### config.mk
export PLATFORM = sky130hd
export DESIGN_NAME = bnpa_block_ram
export DESIGN_NICKNAME = d
export VERILOG_FILES = /design/src/rtl/core/bnpa_pkg.sv /design/src/rtl/core/bnpa_block_ram.sv
export SDC_FILE = /design/constraint.sdc
export NUM_CORES = 1
export LEC_CHECK = 0
export ABC_AREA = 1
export BUFFER_PORTS_ARGS = -buffer_cell sky130_fd_sc_hd__clkbuf_2
export CAP_MARGIN = 20
export CORE_MARGIN = 2
export CORE_UTILIZATION = 40
export CTS_CLUSTER_SIZE = 12
export DETAILED_ROUTE_END_ITERATION = 7
export GPL_ROUTABILITY_DRIVEN = 0
export HOLD_SLACK_MARGIN = 0.1
export SLEW_MARGIN = 20
export SYNTH_ARGS = -nofsm -noshare
export SYNTH_HDL_FRONTEND = slang
export SYNTH_SLANG_ARGS = --single-unit
### constraint.sdc
create_clock -name clk -period 1.6 [get_ports clk]
set_clock_uncertainty 0.05 [all_clocks]
set_input_delay 0.24 -clock clk [delete_from_list [all_inputs] [get_ports clk]]
set_output_delay 0.24 -clock clk [all_outputs]
set_load 0.1 [all_outputs]
### src/rtl/core/bnpa_pkg.sv
// Package of shared types, constants and helper functions for the block and node pool allocator.
package bnpa_pkg;

  localparam int NUM_BLOCKS      = 64;
  localparam int BLOCK_BYTES     = 1024;
  localparam int NODES_PER_BLOCK = 16;
  localparam int REF_BYTES       = 4;
  localparam int NODE_TOTAL      = NUM_BLOCKS * NODES_PER_BLOCK;
  localparam int HALF            = NODES_PER_BLOCK / 2;

  localparam int BLK_W   = $clog2(NUM_BLOCKS);
  localparam int NODE_W  = $clog2(NODE_TOTAL);
  localparam int K_W     = $clog2(NODES_PER_BLOCK);
  localparam int CNT_W   = $clog2(NODES_PER_BLOCK + 1);
  localparam int REQ_W   = 12;
  localparam int ALLOC_W = 14;

  localparam logic [7:0] HDR_RESET = 8'd32;

  typedef logic [BLK_W-1:0]  blk_t;
  typedef logic [BLK_W:0]    blink_t;
  typedef logic [NODE_W-1:0] node_t;
  typedef logic [NODE_W:0]   link_t;
  typedef logic [CNT_W-1:0]  cnt_t;
  typedef logic [K_W-1:0]    kidx_t;

  localparam blink_t BLK_NIL  = blink_t'(NUM_BLOCKS);
  localparam link_t  NODE_NIL = link_t'(NODE_TOTAL);

  // Pointer values left behind by carving block zero at reset.
  localparam node_t INIT_HEAD = node_t'(HALF);
  localparam node_t INIT_TAIL = (HALF + 1 <= NODES_PER_BLOCK - 1) ?
                                node_t'(NODES_PER_BLOCK - 1) : node_t'(0);

  typedef enum logic [1:0] {
    CMD_BLOCK_ALLOC = 2'd0,
    CMD_BLOCK_FREE  = 2'd1,
    CMD_NODE_ALLOC  = 2'd2,
    CMD_NODE_FREE   = 2'd3
  } cmd_t;

  typedef enum logic [1:0] {
    STAT_OK        = 2'd0,
    STAT_TOO_LARGE = 2'd1,
    STAT_NO_BLOCK  = 2'd2,
    STAT_NO_NODE   = 2'd3
  } status_t;

  typedef enum logic [3:0] {
    S_INIT, S_IDLE, S_DECODE, S_BPOP, S_NPOP, S_CPOP,
    S_CARVE, S_CEND, S_NFREE, S_NTAIL, S_DONE
  } state_t;

  typedef struct packed {
    status_t    status;
    node_t      index;
    logic [7:0] max_refs;
  } res_t;

  typedef struct packed {
    logic  we;
    node_t waddr;
    link_t wdata;
    node_t raddr;
  } nl_req_t;

  typedef struct packed {
    logic   link_we;
    blk_t   link_waddr;
    blink_t link_wdata;
    blk_t   link_raddr;
    logic   cnt_we;
    blk_t   cnt_waddr;
    cnt_t   cnt_wdata;
    blk_t   cnt_raddr;
  } bl_req_t;

  // Node link contents after block zero has been carved.
  function automatic link_t init_node_link(node_t i);
    link_t v;
    v = NODE_NIL;
    if (i == node_t'(0)) begin
      if (HALF + 1 <= NODES_PER_BLOCK - 1) v = link_t'(HALF + 1);
    end else if (i <= node_t'(HALF)) begin
      v = link_t'(i) - link_t'(1);
    end else if (i < node_t'(NODES_PER_BLOCK - 1)) begin
      v = link_t'(i) + link_t'(1);
    end
    return v;
  endfunction

endpackage

### src/rtl/core/bnpa_block_ram.sv
// Block link memory and per-block free node count memory, each with a registered read.
module bnpa_block_ram
  import bnpa_pkg::*;
(
  input  logic    clk,
  input  bl_req_t req,
  output blink_t  link_rdata,
  output cnt_t    cnt_rdata
);

  blink_t link_mem [NUM_BLOCKS];
  cnt_t   cnt_mem  [NUM_BLOCKS];

  always_ff @(posedge clk) begin
    if (req.link_we) begin
      link_mem[req.link_waddr] <= req.link_wdata;
    end
    link_rdata <= link_mem[req.link_raddr];
  end

  always_ff @(posedge clk) begin
    if (req.cnt_we) begin
      cnt_mem[req.cnt_waddr] <= req.cnt_wdata;
    end
    cnt_rdata <= cnt_mem[req.cnt_raddr];
  end

endmodule

After elaboration in Yosys (flattened, before gate mapping):

Memory sizes are Yosys's and may differ from the RTL's. A register that Yosys moved wholly into a read port is not among the register bits.
Cells that the tools add are included.

* register bits after elaboration: 0
* memory bits (writable): 768
* input bits: 39
* output and inout port bits: 12
* memories kept: 2

* muxes and demuxes: 4

Memory list
* link_mem: words 64, bits a word 7, rd ports 1, clocked after memory_dff 1, write ports 1, line bnpa_block_ram.sv:11 `blink_t link_mem [NUM_BLOCKS];`
* cnt_mem: words 64, bits a word 5, rd ports 1, clocked after memory_dff 1, write ports 1, line bnpa_block_ram.sv:12 `cnt_t cnt_mem [NUM_BLOCKS];`

Operators with widths (count)
* 2-to-1 mux 1 bit: 4

Longest topological paths before layout:

* depth in word-level cells: 2
* mapped depth: 12
* gate-level depth less buffers: 9

Worst setup path after synthesis:

No wires, ideal clock.

* path type: input to register
* start point: input req[37] (netlist name)
* end point: memory link_mem[16][0] (netlist name), enable pin
* setup time: 0.360 ns
* data arrival time: 1.126 ns
* data required time: 1.190 ns
* path slack: 0.064 ns
* stages on the path: 3
* path through: clkbuf_1 nand3_1 nor2_1

* word-level cells in the longest chain between the ends: 2

RTL lines
* start, declared: line bnpa_block_ram.sv:6 `input bl_req_t req,`
* 2-to-1 mux 1 bit: line bnpa_block_ram.sv:15 `if (req.link_we) begin`
* 2-to-1 mux 1 bit (not written as such): line bnpa_block_ram.sv:16 `link_mem[req.link_waddr] <= req.link_wdata;`
* end, declared: line bnpa_block_ram.sv:11

Every way passes these cells.

Final worst setup path:

* start point: register link_rdata[0] (read register of link_mem)
* end point: output link_rdata[0]

RTL lines
* start, declared: line bnpa_block_ram.sv:7 `output blink_t link_rdata,`

No word-level cell between the ends.

==> reports/results.ini <==
[synth]
synth_edf_count = 768
ys_async_sr_fraction_pct = 0
synth-main-ff-cell = edfxtp_1
synth_most_common_cell = nand2_1
ys_seq_area_share_pct = 72.8
synth_top_area_cell = edfxtp_1
syn_area_mm2 = 0.0320
yosys-top-cells-count = nand2_1, edfxtp_1, nand3_1
synth_top_cell_area_share_pct = 72.1
synthesis.nets = 2804
synth_area_leaders = edfxtp_1, nand2_1, nand3_1, nor2_1, buf_2
ys_types = 17
ys_warn_count = 0
synth-seq-cells = 780
syn_inst = 2765
syn_area_per_cell_um2 = 11.6

[worst_setup_path]
cp.arrival_ns = 1.31
worst-path-max-fanout = 1
path_cells = buf_8
cp_slowest_cell = dfxtp_1
endpoint_kind = output pin
crit_family = flip-flops
critical_path_class = reg2out
max_stage_delay_ns = 0.44
crit_buf_inv = 1
cp.required_ns = 1.31
cp-start-kind = register

[cts]
ctsHtreeMaxLevel = 3
numCtsBuffers = 82
clock_latency_ns = 0.63
cts_sinks = 780
cts_root_buf = clkbuf_16
cts_tree = yes
clk_pin_slew_ns = 0.06
cts_buffer_depth = 3

[sta]
max_freq_ghz = 0.626
min_period_ns = 1.60
fin_crit_sh_pct = 99.8
finalHoldViolCount = 0
tightest_slew_ns = 0.567
postLayoutSetupSlackWorst_ns = 0.00359
relSlewSlack_pct = 62.2
setup_viol_count_final = 0
drv_slew = 0

[routing]
dr.max_layer_used = met4
routed_wl_mm = 83.2
drt-met1-wl_mm = 34.8
dr_wl_met3_mm = 6.06
drc = 0
via_per_inst = 5.26
dr.pass1.iters = 6
drt_iter0_drc = 2183
wl_met2_mm = 39.2
routed-via-count = 21688
wl_per_cell_um = 20.2
ant_nets = 0

[global_route]
grt_pass1_wl_mm = 128
grt_pass1_vias = 22031
grt_max_degree = 75
overflow = 0
antenna_found_initial = 0
grtUsageTotal_pct = 20.2

[power_and_ir_drop]
p_leak_nw = 14.1
powerDensity_mw_per_mm2 = 1160
vdd_drop_max_mv = 1.06

[layout]
layout.nets = 3056
final_cell_count_no_fill = 4122
syn2layout_area_growth_pct = 18.5
layout-drive-gt1-share_pct = 14.1

[placed_design]
placedCellCount = 3968
place.detailed.hpwl_mm = 51.1
place_ws_ns = -0.236
portBuffers = 50

[floorplanning]
chipWidth_um = 287
die_y_um = 287
dieArea_mm2 = 0.0823
coreArea_mm2 = 0.0791
ios = 51
rows = 103
start_util_pct = 40.4

[flow_run]
maxCapViolCount = 0

[run_status]
status = complete, no violations

[worst_hold_path]
hold_path_class = in2reg

[placed cells by master (no fill, tap or decap), drive strengths merged, types with 12 or more instances in the layout]
cell         instances
nand2              983
clkbuf             151
inv                 31
dfxtp               12
nand3              660
clkinv              31
buf                269
nor2               130
edfxtp             768
dlygate4sd3         15
[logic make-up (layout without fill, tap and decap cells)]
| group | count (synthesis) | after routing | share of synthesized area [%] |
|---|---|---|---|
| buf+inv | 194 | 500 | 3.46 |
| flops | 780 | 780 | 72.8 |
| other cells | 0 | 1 | 0 |
| simple gates | 1791 | 1791 | 23.7 |
[power breakdown]
part | switching, mW | internal (mW) | total [mW]
sequential | 0.0913 | 22.6 | 22.7
clock | 7.72 | 10.2 | 17.9
combinational | 2.34 | 1.03 | 3.37
[routing by layer]
layer  track usage [%]  vias up
met2              33.2      884
met1              26.7    10448
met4              8.70        0
met5                 0        -
met3              3.36      189
li1                  -    10167
[registers in the layout, indices dropped and copies added, names as in the netlist]
name and cells:
link_mem 448, cnt_mem 320, link_rdata 7, cnt_rdata 5
[path summary, 6_finish.rpt]
| path | from | end | slack, ns | cells past startpoint |
|---|---|---|---|---|
| setup / recovery | link_rdata[0] | link_rdata[0] | 0.004 | 1 |
| hold / removal | req[22] | link_rdata[4] | 0.15 | 5 |
| setup reg to reg | link_mem[33][6] | link_rdata[6] | 0.25 | 8 |
| hold reg to reg | cnt_mem[12][1] | cnt_rdata[1] | 0.78 | 8 |
[area by class of cell]
type	count	area, um^2
fill	7029	41200
sequential	780	23300
multi-input combinational	1791	7580
timing repair buffer	330	3080
clock buffer	105	2190
tap	1050	1310
clock inverter	33	317
inverter	32	129
antenna	1	2.50
[through the flow]
stage          hold WS (ns)  cell area [um^2]  utilization (%)  power (mW)  TNS [ns]
2_1_floorplan         0.289             32000                -        24.9         0
3_3_place_gp          0.518             35100             44.3        26.3    -13.11
3_5_place_dp          0.517             35100             44.3        26.3    -24.06
4_1_cts               0.109             37900             47.9        44.3         0
5_1_grt               0.156             37900             47.9        45.3  -0.00146
6_report              0.148             37900             47.9        44.0         0
[what timing repair did]
action	in CTS	in global routing
hold endpoints to repair	492	0
buffers inserted	0	0
pin swaps	0	0
setup endpoints to repair	12	2
hold buffers	15	0
resized for setup	36	2
(Power assumes the default switching activity.)
